==> src/hw/rtl/jsv_pkg.sv <==
// Shared types and constants for the JSON syntax validator.
// Holds the classified byte beat that travels from the front end to the parser.
// No dependencies.
package jsv_pkg;

  localparam int DEFAULT_MAX_NESTING = 256;
  localparam int QUEUE_DEPTH         = 4;

  // Configuration register indexes.
  localparam logic REG_DEPTH_LIMIT         = 1'b0;
  localparam logic REG_NUMBER_LENGTH_LIMIT = 1'b1;

  localparam logic [8:0] DEPTH_LIMIT_RESET = 9'd256;
  localparam logic [7:0] NUM_LIMIT_RESET   = 8'd64;

  typedef struct packed {
    logic is_ws;
    logic is_digit;
    logic is_quote;
    logic is_lbrace;
    logic is_rbrace;
    logic is_lbrack;
    logic is_rbrack;
    logic is_comma;
    logic is_colon;
    logic is_bslash;
    logic is_minus;
    logic is_plus;
    logic is_dot;
    logic is_exp;
    logic is_esc_simple;
    logic is_u;
    logic is_n;
    logic is_t;
    logic is_f;
  } class_t;

  typedef struct packed {
    logic [7:0] data_byte;
    logic       last;
    class_t     cls;
  } item_t;

endpackage

==> src/hw/rtl/jsv_front.sv <==
// Front end of the JSON syntax validator: takes input bytes and classifies them.
// Registers one classified beat for the queue. Depends on jsv_pkg.
module jsv_front
  import jsv_pkg::*;
(
  input  logic       clk,
  input  logic       rst,
  input  logic       in_valid,
  output logic       in_ready,
  input  logic [7:0] data_byte,
  input  logic       last,
  output logic       push_valid,
  input  logic       push_ready,
  output item_t      push_item
);

  function automatic class_t classify(input logic [7:0] b);
    class_t k;
    k.is_ws         = (b == 8'h20) || (b == 8'h09) || (b == 8'h0A) || (b == 8'h0D);
    k.is_digit      = (b >= 8'h30) && (b <= 8'h39);
    k.is_quote      = (b == 8'h22);
    k.is_lbrace     = (b == 8'h7B);
    k.is_rbrace     = (b == 8'h7D);
    k.is_lbrack     = (b == 8'h5B);
    k.is_rbrack     = (b == 8'h5D);
    k.is_comma      = (b == 8'h2C);
    k.is_colon      = (b == 8'h3A);
    k.is_bslash     = (b == 8'h5C);
    k.is_minus      = (b == 8'h2D);
    k.is_plus       = (b == 8'h2B);
    k.is_dot        = (b == 8'h2E);
    k.is_exp        = (b == 8'h65) || (b == 8'h45);
    k.is_esc_simple = (b == 8'h22) || (b == 8'h5C) || (b == 8'h2F) || (b == 8'h62) ||
                      (b == 8'h66) || (b == 8'h6E) || (b == 8'h72) || (b == 8'h74);
    k.is_u          = (b == 8'h75);
    k.is_n          = (b == 8'h6E);
    k.is_t          = (b == 8'h74);
    k.is_f          = (b == 8'h66);
    return k;
  endfunction

  logic  held;
  item_t item;

  assign in_ready   = !held || push_ready;
  assign push_valid = held;
  assign push_item  = item;

  always_ff @(posedge clk) begin
    if (rst) begin
      held <= 1'b0;
    end else if (in_valid && in_ready) begin
      held <= 1'b1;
    end else if (push_ready) begin
      held <= 1'b0;
    end
  end

  always_ff @(posedge clk) begin
    if (in_valid && in_ready) begin
      item.data_byte <= data_byte;
      item.last      <= last;
      item.cls       <= classify(data_byte);
    end
  end

endmodule

==> src/hw/rtl/jsv_queue.sv <==
// Short queue of classified beats between the front end and the parser.
// Lets either side stall without stopping the other. Depends on jsv_pkg.
module jsv_queue
  import jsv_pkg::*;
(
  input  logic  clk,
  input  logic  rst,
  input  logic  wr_valid,
  output logic  wr_ready,
  input  item_t wr_item,
  output logic  rd_valid,
  input  logic  rd_ready,
  output item_t rd_item
);

  localparam int PW = (QUEUE_DEPTH > 1) ? $clog2(QUEUE_DEPTH) : 1;
  localparam int CW = $clog2(QUEUE_DEPTH + 1);

  item_t         slots [QUEUE_DEPTH];
  logic [PW-1:0] wr_ptr;
  logic [PW-1:0] rd_ptr;
  logic [CW-1:0] count;
  logic          do_wr;
  logic          do_rd;

  assign wr_ready = (count != CW'(QUEUE_DEPTH));
  assign rd_valid = (count != '0);
  assign rd_item  = slots[rd_ptr];
  assign do_wr    = wr_valid && wr_ready;
  assign do_rd    = rd_valid && rd_ready;

  always_ff @(posedge clk) begin
    if (do_wr) begin
      slots[wr_ptr] <= wr_item;
    end
  end

  always_ff @(posedge clk) begin
    if (rst) begin
      wr_ptr <= '0;
      rd_ptr <= '0;
      count  <= '0;
    end else begin
      if (do_wr) begin
        wr_ptr <= (wr_ptr == PW'(QUEUE_DEPTH - 1)) ? '0 : wr_ptr + PW'(1);
      end
      if (do_rd) begin
        rd_ptr <= (rd_ptr == PW'(QUEUE_DEPTH - 1)) ? '0 : rd_ptr + PW'(1);
      end
      if (do_wr && !do_rd) begin
        count <= count + CW'(1);
      end else if (do_rd && !do_wr) begin
        count <= count - CW'(1);
      end
    end
  end

endmodule

==> src/hw/rtl/jsv_back.sv <==
// Parser back end of the JSON syntax validator: mode machine, container stack,
// configuration registers and the registered result. Depends on jsv_pkg.
module jsv_back
  import jsv_pkg::*;
#(
  parameter int MAX_NESTING = DEFAULT_MAX_NESTING
)
(
  input  logic       clk,
  input  logic       rst,
  input  logic       cfg_we,
  input  logic       cfg_index,
  input  logic [8:0] cfg_data,
  input  logic       q_valid,
  output logic       q_ready,
  input  item_t      q_item,
  output logic       out_valid,
  input  logic       out_ready,
  output logic       accepted,
  output logic [2:0] root_kind
);

  localparam int DW = $clog2(MAX_NESTING + 1);
  localparam int AW = (MAX_NESTING > 1) ? $clog2(MAX_NESTING) : 1;
  localparam int LW = (DW > 9) ? DW : 9;

  localparam logic [2:0] ROOT_NULL   = 3'd0;
  localparam logic [2:0] ROOT_BOOL   = 3'd1;
  localparam logic [2:0] ROOT_INT    = 3'd2;
  localparam logic [2:0] ROOT_REAL   = 3'd3;
  localparam logic [2:0] ROOT_STRING = 3'd4;
  localparam logic [2:0] ROOT_ARRAY  = 3'd5;
  localparam logic [2:0] ROOT_OBJECT = 3'd6;

  localparam logic [2:0] NUM_IDLE       = 3'd0;
  localparam logic [2:0] NUM_INT        = 3'd1;
  localparam logic [2:0] NUM_FRAC       = 3'd2;
  localparam logic [2:0] NUM_EXP        = 3'd3;
  localparam logic [2:0] NUM_EXP_DIGITS = 3'd4;

  localparam logic [3:0] LIT_NULL_START  = 4'd1;
  localparam logic [3:0] LIT_TRUE_START  = 4'd5;
  localparam logic [3:0] LIT_FALSE_START = 4'd9;
  localparam logic [3:0] LIT_NULL_END    = 4'd4;
  localparam logic [3:0] LIT_TRUE_END    = 4'd8;
  localparam logic [3:0] LIT_FALSE_END   = 4'd13;

  typedef enum logic [10:0] {
    M_VALUE     = 11'b000_0000_0001,
    M_ARR_FIRST = 11'b000_0000_0010,
    M_OBJ_FIRST = 11'b000_0000_0100,
    M_KEY       = 11'b000_0000_1000,
    M_COLON     = 11'b000_0001_0000,
    M_AFTER     = 11'b000_0010_0000,
    M_STR       = 11'b000_0100_0000,
    M_ESC       = 11'b000_1000_0000,
    M_USKIP     = 11'b001_0000_0000,
    M_LIT       = 11'b010_0000_0000,
    M_NUM       = 11'b100_0000_0000
  } mode_t;

  // Letters of "null", "true" and "false" laid end to end.
  function automatic logic [7:0] lit_char(input logic [3:0] idx);
    logic [7:0] ch;
    case (idx)
      4'd0:    ch = 8'h6E;
      4'd1:    ch = 8'h75;
      4'd2:    ch = 8'h6C;
      4'd3:    ch = 8'h6C;
      4'd4:    ch = 8'h74;
      4'd5:    ch = 8'h72;
      4'd6:    ch = 8'h75;
      4'd7:    ch = 8'h65;
      4'd8:    ch = 8'h66;
      4'd9:    ch = 8'h61;
      4'd10:   ch = 8'h6C;
      4'd11:   ch = 8'h73;
      4'd12:   ch = 8'h65;
      default: ch = 8'h00;
    endcase
    return ch;
  endfunction

  logic [8:0]    depth_limit;
  logic [7:0]    number_length_limit;

  mode_t         mode, mode_next, eff_mode;
  logic [DW-1:0] depth, depth_next, depth_dec;
  logic [3:0]    lit, lit_next, lit_inc;
  logic [2:0]    phase, phase_next, num_phase;
  logic [7:0]    num_len, num_len_next, cnt_base;
  logic [2:0]    esc, esc_next, esc_dec;
  logic          is_key, is_key_next;
  logic [2:0]    root, root_next;
  logic          failed, failed_next;

  logic          pop;
  logic          num_take;
  logic          do_start;
  logic          do_count;
  logic          push;
  logic          push_kind;
  logic          ok;
  class_t        c;
  logic [7:0]    b;

  logic          kinds [MAX_NESTING];
  logic          top_rd;
  logic          top_byp;
  logic          top_byp_val;
  logic          top_kind;
  logic [AW-1:0] wr_addr;
  logic [AW-1:0] rd_addr;

  assign q_ready  = !q_item.last || !out_valid || out_ready;
  assign pop      = q_valid && q_ready;
  assign c        = q_item.cls;
  assign b        = q_item.data_byte;
  assign top_kind = top_byp ? top_byp_val : top_rd;
  assign wr_addr  = depth[AW-1:0];
  assign depth_dec = depth_next - DW'(1);
  assign rd_addr  = depth_dec[AW-1:0];
  assign lit_inc  = lit + 4'd1;
  assign esc_dec  = (esc != 3'd0) ? esc - 3'd1 : esc;

  always_comb begin
    num_phase = NUM_IDLE;
    case (phase)
      NUM_INT: begin
        if (c.is_digit) num_phase = NUM_INT;
        else if (c.is_dot) num_phase = NUM_FRAC;
        else if (c.is_exp) num_phase = NUM_EXP;
      end
      NUM_FRAC: begin
        if (c.is_digit) num_phase = NUM_FRAC;
        else if (c.is_exp) num_phase = NUM_EXP;
      end
      NUM_EXP: begin
        if (c.is_plus || c.is_minus || c.is_digit) num_phase = NUM_EXP_DIGITS;
      end
      NUM_EXP_DIGITS: begin
        if (c.is_digit) num_phase = NUM_EXP_DIGITS;
      end
      default: num_phase = NUM_IDLE;
    endcase
  end

  always_comb begin
    mode_next    = mode;
    depth_next   = depth;
    lit_next     = lit;
    phase_next   = phase;
    num_len_next = num_len;
    esc_next     = esc;
    is_key_next  = is_key;
    root_next    = root;
    failed_next  = failed;
    eff_mode     = mode;
    num_take     = 1'b0;
    do_start     = 1'b0;
    do_count     = 1'b0;
    cnt_base     = num_len;
    push         = 1'b0;
    push_kind    = 1'b0;
    ok           = 1'b0;

    if (pop && !failed) begin
      // A byte that does not extend a number ends it and is parsed again as
      // the byte after a complete value.
      if (mode == M_NUM) begin
        if (num_phase != NUM_IDLE) begin
          num_take   = 1'b1;
          phase_next = num_phase;
          do_count   = 1'b1;
          if ((num_phase == NUM_FRAC || num_phase == NUM_EXP) && depth == '0) begin
            root_next = ROOT_REAL;
          end
        end else begin
          phase_next = NUM_IDLE;
          eff_mode   = M_AFTER;
          mode_next  = M_AFTER;
        end
      end

      if (!num_take) begin
        case (eff_mode)
          M_VALUE: begin
            if (!c.is_ws) do_start = 1'b1;
          end
          M_ARR_FIRST: begin
            if (c.is_rbrack) begin
              depth_next = depth - DW'(1);
              mode_next  = M_AFTER;
            end else if (!c.is_ws) begin
              do_start = 1'b1;
            end
          end
          M_OBJ_FIRST, M_KEY: begin
            if (!c.is_ws) begin
              if (c.is_rbrace && eff_mode == M_OBJ_FIRST) begin
                depth_next = depth - DW'(1);
                mode_next  = M_AFTER;
              end else if (c.is_quote) begin
                is_key_next = 1'b1;
                mode_next   = M_STR;
              end else begin
                failed_next = 1'b1;
              end
            end
          end
          M_COLON: begin
            if (c.is_colon) mode_next = M_VALUE;
            else if (!c.is_ws) failed_next = 1'b1;
          end
          M_AFTER: begin
            if (!c.is_ws) begin
              if (depth == '0) begin
                failed_next = 1'b1;
              end else if (c.is_comma) begin
                mode_next = top_kind ? M_KEY : M_VALUE;
              end else if (top_kind ? c.is_rbrace : c.is_rbrack) begin
                depth_next = depth - DW'(1);
              end else begin
                failed_next = 1'b1;
              end
            end
          end
          M_STR: begin
            if (c.is_quote) begin
              mode_next   = is_key ? M_COLON : M_AFTER;
              is_key_next = 1'b0;
            end else if (c.is_bslash) begin
              mode_next = M_ESC;
            end
          end
          M_ESC: begin
            if (c.is_esc_simple) begin
              mode_next = M_STR;
            end else if (c.is_u) begin
              esc_next  = 3'd4;
              mode_next = M_USKIP;
            end else begin
              failed_next = 1'b1;
            end
          end
          M_USKIP: begin
            esc_next = esc_dec;
            if (esc_dec == 3'd0) mode_next = M_STR;
          end
          M_LIT: begin
            if (lit < LIT_FALSE_END && b == lit_char(lit)) begin
              if (lit_inc == LIT_NULL_END || lit_inc == LIT_TRUE_END ||
                  lit_inc == LIT_FALSE_END) begin
                lit_next  = 4'd0;
                mode_next = M_AFTER;
              end else begin
                lit_next = lit_inc;
              end
            end else begin
              failed_next = 1'b1;
            end
          end
          default: failed_next = 1'b1;
        endcase
      end
    end

    if (do_start) begin
      if (c.is_quote) begin
        if (depth == '0) root_next = ROOT_STRING;
        is_key_next = 1'b0;
        mode_next   = M_STR;
      end else if (c.is_lbrace || c.is_lbrack) begin
        if (LW'(depth) >= LW'(depth_limit) || depth >= DW'(MAX_NESTING)) begin
          failed_next = 1'b1;
        end else begin
          if (depth == '0) root_next = c.is_lbrace ? ROOT_OBJECT : ROOT_ARRAY;
          push       = 1'b1;
          push_kind  = c.is_lbrace;
          depth_next = depth + DW'(1);
          mode_next  = c.is_lbrace ? M_OBJ_FIRST : M_ARR_FIRST;
        end
      end else if (c.is_n || c.is_t || c.is_f) begin
        if (depth == '0) root_next = c.is_n ? ROOT_NULL : ROOT_BOOL;
        lit_next  = c.is_n ? LIT_NULL_START : (c.is_t ? LIT_TRUE_START : LIT_FALSE_START);
        mode_next = M_LIT;
      end else if (c.is_minus || c.is_digit) begin
        if (depth == '0) root_next = ROOT_INT;
        phase_next = NUM_INT;
        cnt_base   = 8'd0;
        do_count   = 1'b1;
        mode_next  = M_NUM;
      end else begin
        failed_next = 1'b1;
      end
    end

    // The length saturates and is checked on every character it takes.
    if (do_count) begin
      num_len_next = (cnt_base != 8'hFF) ? cnt_base + 8'd1 : cnt_base;
      if (num_len_next >= number_length_limit) failed_next = 1'b1;
    end

    if (pop && q_item.last) begin
      ok = !failed_next && depth_next == '0 && (mode_next == M_AFTER || mode_next == M_NUM);
      mode_next    = M_VALUE;
      depth_next   = '0;
      lit_next     = 4'd0;
      phase_next   = NUM_IDLE;
      num_len_next = 8'd0;
      esc_next     = 3'd0;
      is_key_next  = 1'b0;
      failed_next  = 1'b0;
    end
  end

  always_ff @(posedge clk) begin
    if (rst) begin
      depth_limit         <= DEPTH_LIMIT_RESET;
      number_length_limit <= NUM_LIMIT_RESET;
    end else if (cfg_we) begin
      case (cfg_index)
        REG_DEPTH_LIMIT:         depth_limit <= cfg_data;
        REG_NUMBER_LENGTH_LIMIT: number_length_limit <= cfg_data[7:0];
        default: ;
      endcase
    end
  end

  always_ff @(posedge clk) begin
    if (rst) begin
      mode    <= M_VALUE;
      depth   <= '0;
      lit     <= 4'd0;
      phase   <= NUM_IDLE;
      num_len <= 8'd0;
      esc     <= 3'd0;
      is_key  <= 1'b0;
      root    <= ROOT_NULL;
      failed  <= 1'b0;
    end else begin
      mode    <= mode_next;
      depth   <= depth_next;
      lit     <= lit_next;
      phase   <= phase_next;
      num_len <= num_len_next;
      esc     <= esc_next;
      is_key  <= is_key_next;
      root    <= (pop && q_item.last) ? ROOT_NULL : root_next;
      failed  <= failed_next;
    end
  end

  // The entry below the next depth is read every cycle so the innermost
  // container kind is ready for the following beat; a push in the same
  // cycle is forwarded around the memory.
  always_ff @(posedge clk) begin
    if (push) begin
      kinds[wr_addr] <= push_kind;
    end
    top_rd      <= kinds[rd_addr];
    top_byp     <= push && (wr_addr == rd_addr);
    top_byp_val <= push_kind;
  end

  always_ff @(posedge clk) begin
    if (rst) begin
      out_valid <= 1'b0;
    end else if (pop && q_item.last) begin
      out_valid <= 1'b1;
    end else if (out_ready) begin
      out_valid <= 1'b0;
    end
  end

  always_ff @(posedge clk) begin
    if (pop && q_item.last) begin
      accepted  <= ok;
      root_kind <= ok ? root_next : ROOT_NULL;
    end
  end

endmodule

==> src/hw/rtl/json_syntax_validator.sv <==
// Streaming JSON syntax validator: one document in as bytes, one verdict out.
// It takes one byte per clock cycle with no gaps between documents, but an
// untaken verdict stalls the next document's last byte. A byte passes a
// classifying input register, a four-beat queue and the parser, whose mode
// register and container stack are updated once per byte; the parser registers
// a verdict on a document's last byte. The stack, a memory of MAX_NESTING
// one-bit entries with one write and one registered read per cycle, needs no
// clearing after reset. The user must write the depth and number length limits
// through the configuration port while no document is in flight; this is not
// enforced. Top level; depends on jsv_pkg, jsv_front, jsv_queue and jsv_back.
module json_syntax_validator
  import jsv_pkg::*;
#(
  parameter int MAX_NESTING = DEFAULT_MAX_NESTING
)
(
  input  logic       clk,
  input  logic       rst,
  input  logic       cfg_we,
  input  logic       cfg_index,
  input  logic [8:0] cfg_data,
  input  logic       in_valid,
  output logic       in_ready,
  input  logic [7:0] data_byte,
  input  logic       last,
  output logic       out_valid,
  input  logic       out_ready,
  output logic       accepted,
  output logic [2:0] root_kind
);

  logic  push_valid;
  logic  push_ready;
  item_t push_item;
  logic  q_valid;
  logic  q_ready;
  item_t q_item;

  jsv_front u_front (
    .clk        (clk),
    .rst        (rst),
    .in_valid   (in_valid),
    .in_ready   (in_ready),
    .data_byte  (data_byte),
    .last       (last),
    .push_valid (push_valid),
    .push_ready (push_ready),
    .push_item  (push_item)
  );

  jsv_queue u_queue (
    .clk      (clk),
    .rst      (rst),
    .wr_valid (push_valid),
    .wr_ready (push_ready),
    .wr_item  (push_item),
    .rd_valid (q_valid),
    .rd_ready (q_ready),
    .rd_item  (q_item)
  );

  jsv_back #(
    .MAX_NESTING (MAX_NESTING)
  ) u_back (
    .clk        (clk),
    .rst        (rst),
    .cfg_we     (cfg_we),
    .cfg_index  (cfg_index),
    .cfg_data   (cfg_data),
    .q_valid    (q_valid),
    .q_ready    (q_ready),
    .q_item     (q_item),
    .out_valid  (out_valid),
    .out_ready  (out_ready),
    .accepted   (accepted),
    .root_kind  (root_kind)
  );

endmodule

==> config.mk <==
export PLATFORM = sky130hd
export DESIGN_NAME = json_syntax_validator
export DESIGN_NICKNAME = d
export VERILOG_FILES = /design/src/hw/rtl/jsv_pkg.sv /design/src/hw/rtl/jsv_front.sv /design/src/hw/rtl/jsv_queue.sv /design/src/hw/rtl/jsv_back.sv /design/src/hw/rtl/json_syntax_validator.sv
export SDC_FILE = /design/constraint.sdc
export NUM_CORES = 1
export LEC_CHECK = 0
export ABC_AREA = 1
export BUFFER_PORTS_ARGS = -buffer_cell sky130_fd_sc_hd__buf_2
export CAP_MARGIN = 40
export CORE_MARGIN = 2
export CORE_UTILIZATION = 40
export DETAILED_ROUTE_END_ITERATION = 16
export HOLD_SLACK_MARGIN = 0.06
export PLACE_DENSITY = 0.66
export SLEW_MARGIN = 20
export SYNTH_ARGS = -nofsm -noshare
export SYNTH_HDL_FRONTEND = slang
export SYNTH_SLANG_ARGS = --single-unit
==> constraint.sdc <==
create_clock -name clk -period 19.71 [get_ports clk]
set_input_delay 2.9565 -clock clk [delete_from_list [all_inputs] [get_ports clk]]
set_output_delay 2.9565 -clock clk [all_outputs]
set_load 0.03 [all_outputs]
# Word level (Yosys, flattened, before mapping)
# Memory sizes are Yosys's and may differ from the RTL's. A register that Yosys moved wholly into a read port is not among the register bits.
# Index checks and enable logic that the tools add are counted.
dict set report totals {
  latch_bits 0
  ff_bits 103
  out_inout_bits 6
  in_bits 24
  wordCells 350
  mem_bits_rw 368
  mem_count 3
  romBits 112
}
# name depth word_bits rd rd_clocked_by_memory_dff write_ports line
set memory_table {}
lappend memory_table {u_back.kinds 256 1 1 1 1 jsv_back.sv:107} ;# logic kinds [MAX_NESTING];
lappend memory_table {{(name not given)} 16 7 1 1 0 jsv_back.sv:65} ;# case (idx)
lappend memory_table {u_queue.slots 4 28 1 1 1 jsv_queue.sv:19} ;# item_t slots [QUEUE_DEPTH];
dict set report op_classes {
  n_div 0
  order_cmp 6
  n_addsub 10
  multipliers 0
  n_reduce_logical 62
  n_eq_ne 54
  bitwise_logic 2
  n_shift 0
  mux 172
}
# op n
set ops {}
lappend ops {{$mux W11} 26}
lappend ops {{$mux W9} 14}
lappend ops {{$eq A8 B7 Y1 const B} 13}
lappend ops {{$mux W3} 33}
lappend ops {{$pmux W11 S8} 1}
lappend ops {{$mux W8} 9}
lappend ops {{$eq A8 B6 Y1 const B} 8}
lappend ops {{$mux W1} 63}
lappend ops {{$mux W4} 13}
lappend ops {{$pmux W9 S3} 1}
lappend ops {{$logic_or A1 B1 Y1} 25}
lappend ops {{$eq A8 B4 Y1 const B} 3}
lappend ops {{$eq A11 B11 Y1 const B} 2}
lappend ops {{$eq A11 B6 Y1 const B} 2}
lappend ops {{$logic_not A9 Y1} 2}
lappend ops {{$eq A8 B8 Y1} 2}
lappend ops {{$logic_and A1 B1 Y1} 14}
lappend ops {{$eq A3 B2 Y1 const B} 4}
lappend ops {{$mux W2} 6}
lappend ops {{$pmux W3 S4} 1}
lappend ops {{$eq A11 B1 Y1 const B} 1}
lappend ops {{$eq A11 B10 Y1 const B} 1}
lappend ops {{$eq A11 B2 Y1 const B} 1}
lappend ops {{$eq A11 B3 Y1 const B} 1}
lappend ops {{40 further kinds} 60}

# Longest topological paths before layout
dict set report depth {
  ltp_word 29
  ltp_mapped 45
}

# Cells and area by module
# A second synthesis with hierarchy kept.
dict set report hier_totals {
  hier_cells 2761
  area_unflattened_um2 24384.6
}
# mod instances area_per_inst_um2 seq_area_each_um2 cells_per_inst
set modules_own_cells {}
lappend modules_own_cells {jsv_back 1 18522.8 9208.8 2309}
lappend modules_own_cells {jsv_queue 1 4647.0 3543.4 340}
lappend modules_own_cells {jsv_front 1 1214.9 860.8 112}

# Least setup slack after synthesis
# Ideal clock, no wire load.
dict set report synth_timing {
  kind {input to register}
  startpoint {input port out_ready}
  endpoint {memory u_back.kinds[0] (data pin)}
  t_required_ns 17.598
  path_stages 10
  t_arrival_ns 13.735
  slack_ns 3.864
  setup_ns 2.112
  path_cell_list {inv_1 > nand3_1 > nand2_1 > nor2_2 > nand2_1 > nor2_1 > nand2_4 > nor2_8 > inv_1 > nor3_1}
}
dict set report synth_between {
  elab_chain_cells 5
}
# element line
set synth_lines {}
lappend synth_lines {{start, declared} json_syntax_validator.sv:27} ;# input logic out_ready,
lappend synth_lines {{$logic_or A1 B1 Y1} jsv_back.sv:115} ;# assign q_ready = !q_item.last || !out_valid || out_ready;
lappend synth_lines {{$logic_and A1 B1 Y1} jsv_back.sv:116} ;# assign pop = q_valid && q_ready;
lappend synth_lines {{$logic_and A1 B1 Y1} jsv_back.sv:167} ;# if (pop && !failed) begin
lappend synth_lines {{$mux W1} jsv_back.sv:167}
lappend synth_lines {{$mux W1} jsv_back.sv:268} ;# if (do_start) begin
lappend synth_lines {{net u_back.push_kind} jsv_back.sv:102} ;# logic push_kind;
lappend synth_lines {{end, declared} jsv_back.sv:107}
# The timed path passes the listed nets, and every way through them passes these cells.

# Worst setup path in the final report
dict set report layout_timing {
  startpoint {input port out_ready}
  endpoint {register u_back.root_kind[2] (data pin)}
}
dict set report layout_between {
  elab_chain_cells 15
}
# element line
set layout_lines {}
lappend layout_lines {{$logic_or A1 B1 Y1 *} jsv_back.sv:115}
lappend layout_lines {{$logic_and A1 B1 Y1 *} jsv_back.sv:116}
lappend layout_lines {{branches (longest 13 deep; another with $add A8 B1 Y8)} n/a}
lappend layout_lines {{end signal, assigned} jsv_back.sv:379} ;# root_kind <= ok ? root_next : ROOT_NULL;
lappend layout_lines {{end, declared} jsv_back.sv:20} ;# output logic [2:0] root_kind
# Every way passes the cells marked *.
# A chain may end at the register's enable or synchronous reset.

==> reports/results.txt <==
outcome -> completed
Initial Util -> 0.403
routed vias -> 19.0k
Synth Warn # -> 0
mux contribution to synthesized area -> 0.00290
post-synthesis cell area -> 24200 um^2
Longest Clk Path Bufs -> 3
gp weighted congestion -> 0.908
vias per cell -> 5.49
CP dominant cell by count -> nor2_1
1st-iter DRT viols -> 1937
Root Driver -> clkbuf_16
gr usage total -> 0.209
Clk network pwr share -> 0.232
antenna diode count -> 0
minimum clock period -> 7.29 ns
DRC -> 0
Row Count -> 90
unrepaired setup endpoints after global routing -> no
syn nets -> 2715
setup ws final -> 12.42 ns
Compound-Gate Fraction of Synth Area -> 0.0686
Synth cell types -> 66
Synth Area per Inst -> 9.12 um^2
total routed wirelength -> 66700 um
final setup vio count -> 0
Placeable Area -> 60000 um^2
adder-cell share of the synthesized area -> 0.0215
Detail Route Antenna Nets -> 0
Max Cap Violations -> 0
DP HPWL -> 42700 um
CP Data Arrival Time -> 7.72 ns
Worst path max stage delay -> 0.36 ns
total congestion overflow -> 0
Peak Freq -> 0.137 GHz
cts bufs inserted -> 54
register area share after synthesis -> 0.563
internal power component -> 0.00228 W
sequential share of power -> 0.295
hold_buf cts -> 0
Synth Area in Simple Gates -> 0.257
Die ar. -> 62400 um^2
vias in the first global route -> 18.6k
die span in y -> 250 um
clk_lat worst skew -> 0.63 ns
drt pass-1 iters -> 6
Logic pwr share -> 0.473
dpl ws -> 11.89 ns
WP buf/inv -> 5
P&R area growth vs syn -> 11.3%
Max VDD drop -> 0.199 mV
Worst Path Max Fanout -> 17
critical path endpoint category -> flip-flop
critical path class -> in -> reg
Clock Pin Slew Worst Setup and Hold Paths -> 0.06 ns
setup bufs post-CTS -> 0
worst hold slack -> 0.457 ns
# IOs -> 30
Synth Area in XOR/XNOR -> 0.0136
first-pass GRT wire length -> 103000 um
WL per Instance -> 19.3 um
setup tns final -> 0 ns
Synth async-reset ratio -> 0
power per cell area -> 155 nW/um^2
worst-margin pin slew -> 1.03 ns
IO Port Bufs -> 29
PnR Total Power -> 0.00417 W
Resize count post-CTS -> 0
Sink Count -> 480
Slew Viols, Final -> 0
multi-input logic area -> 8860 um^2
CP max stage cell -> nor2_1
Synth Register Bits -> 480
Rel. slew slack -> 0.316
initial antenna violation count -> 0
dominant synthesized flop cell -> edfxtp_1
register area -> 13600 um^2
H-tree Lvls -> 2
cells after synthesis -> 2650
CP top delay family -> simple AND/OR/NAND/NOR gates
Clock Skew -> 0.0511 ns
worst min path class -> reg -> reg
Lkg Pwr -> 10.6 nW
startpoint types -> input port
largest family of logic cells by synthesized area -> simple AND/OR/NAND/NOR gates
fin crit share -> 0.370
number of synthesized flops with an enable pin -> 400
ratio of cells with drive above 1 in the final layout -> 0.0780
CTS tree -> yes
Sw Share -> 0.452
Die X -> 250 um
critical path required time -> 20.14 ns
final hold viol count -> 0
Net Sw Power -> 0.00189 W
fillers -> 5685
Post-Route Utilization -> 0.448
largest net degree at the start of global routing -> 259
Layout Nets -> 2704
[placed cells by master (no fill, tap or decap), types with 30 or more instances in the layout]
master / n
buf_2: 30
a21oi_1: 71
inv_1: 293
nand3_1: 307
nor3_1: 30
clkbuf_16: 54
nor2_1: 389
o21ai_0: 103
edfxtp_1: 400
dfxtp_1: 79
nand3b_1: 85
nand2_1: 480
ha_1: 39
[cell usage after synthesis (3+ instances only)]
| library cell | n | area (um^2) |
|---|---|---|
| nand2_1 | 481 | 1810 |
| edfxtp_1 | 400 | 12000 |
| nor2_1 | 393 | 1480 |
| nand3_1 | 309 | 1550 |
| inv_1 | 294 | 1100 |
| o21ai_0 | 103 | 515 |
| nand3b_1 | 85 | 638 |
| dfxtp_1 | 80 | 1600 |
| a21oi_1 | 71 | 355 |
| clkbuf_1 | 71 | 267 |
| buf_2 | 45 | 225 |
| ha_1 | 40 | 500 |
| nor3_1 | 31 | 155 |
| xor2_1 | 29 | 254 |
| nand4_1 | 21 | 131 |
| o211ai_1 | 18 | 135 |
| o22ai_1 | 15 | 93.8 |
| nand2_2 | 14 | 87.6 |
| inv_2 | 11 | 41.3 |
| buf_4 | 8 | 60.1 |
| a211oi_1 | 7 | 52.6 |
| a32oi_1 | 7 | 61.3 |
| mux2i_1 | 7 | 70.1 |
| nor4_1 | 7 | 43.8 |
| o21ai_1 | 7 | 35.0 |
| nand3_2 | 6 | 60.1 |
| o21bai_1 | 6 | 45.0 |
| buf_1 | 5 | 18.8 |
| nand2_4 | 5 | 56.3 |
| o21a_1 | 5 | 37.5 |
| a32o_1 | 4 | 40.0 |
| clkinv_1 | 4 | 15.0 |
| nor2_4 | 4 | 45.0 |
| o2111ai_1 | 4 | 35.0 |
| o31ai_1 | 4 | 30.0 |
| or2_2 | 4 | 25.0 |
| a2111oi_0 | 3 | 26.3 |
| buf_6 | 3 | 33.8 |
| xnor2_1 | 3 | 26.3 |
| xor2_2 | 3 | 48.8 |
[power by group through the flow]
stage / Clock [W] / Combinational [W] / Sequential, W
after floorplan: 0 / 0.00135 / 0.00126
after global placement: 0 / 0.00188 / 0.00125
after detailed placement: 0 / 0.00194 / 0.00125
after CTS: 0.000981 / 0.00195 / 0.00123
after global routing: 0.00102 / 0.00213 / 0.00124
final: 0.000968 / 0.00197 / 0.00123
[final timing paths]
path	start	to	slack, ns	cells after the start
max reg2reg	flip-flop	u_back.root_kind[2]$_SDFFCE_PN0P_	12.59	42
max	out_ready	u_back.root_kind[2]$_SDFFCE_PN0P_	12.42	34
min	u_back.depth_limit[7]$_SDFFE_PP0P_	u_back.depth_limit[7]$_SDFFE_PP0P_	0.46	2
min reg2reg	u_back.depth_limit[7]$_SDFFE_PP0P_	u_back.depth_limit[7]$_SDFFE_PP0P_	0.46	2
[stage by stage]
stage | cells | cell area [um^2]
CTS | 3462 | 26900
detailed placement | 3365 | 25200
finish | 3462 | 26900
global placement | 3350 | 24900
floorplan | 2650 | 24200
global route | 3462 | 26900
[worst register-to-register path, delay by kind of cell, from the launching register on]
kind | cells | cell delay, ns
adders and majority gates | 2 | 0.48
and+or+nand+nor | 26 | 3.69
buffers and inverters | 6 | 1.21
xor gates and xnor gates | 1 | 0.24
DFF | 1 | 0.31
AOI/OAI and AO/OA | 7 | 1.07
[layer usage]
layer / track usage / vias to the layer above / wire (um)
met5: 0 / - / 0
met4: 0.0795 / 0 / 2510
met1: 0.268 / 9173 / 27200
met2: 0.356 / 756 / 32100
met3: 0.0331 / 177 / 4850
li1: - / 8890 / -
[layout make-up]
class                           instances  share of cell area
Sequential cell                       480               0.506
Clock buffer                           70              0.0536
Inverter                              309              0.0432
Timing Repair Buffer                   65              0.0218
Tap cell                              782              0.0364
Clock inverter                         27             0.00958
Multi-Input combinational cell       1729               0.329
[cell families after synthesis]
| logic type | after synthesis |
|---|---|
| simple gates | 1371 |
| flops | 480 |
| buf+inv | 441 |
| compound gates | 275 |
| fa+ha+maj | 41 |
| xor+xnor | 35 |
| mux | 7 |
[registers in the layout (all words and copies together), names as in the netlist, named ones only]
signal and cells:
u_back.root_kind 3, u_back.depth_limit 9, u_queue.count 3, u_back.failed 1, u_back.top_byp_val 1, u_back.out_valid 1
u_back.top_rd 1, u_back.root 3, u_back.depth 9, u_back.esc 3, u_back.number_length_limit 8, u_back.mode 11
u_back.top_byp 1, u_front.push_valid 1, u_back.kinds 256, u_back.accepted 1, u_queue.slots 112, u_back.lit 4
u_queue.rd_ptr 2, u_back.num_len 8, u_back.is_key 1, u_front.push_item 28, u_queue.wr_ptr 2, u_back.phase 3
Note: power is estimated with default switching activity, not from simulation.
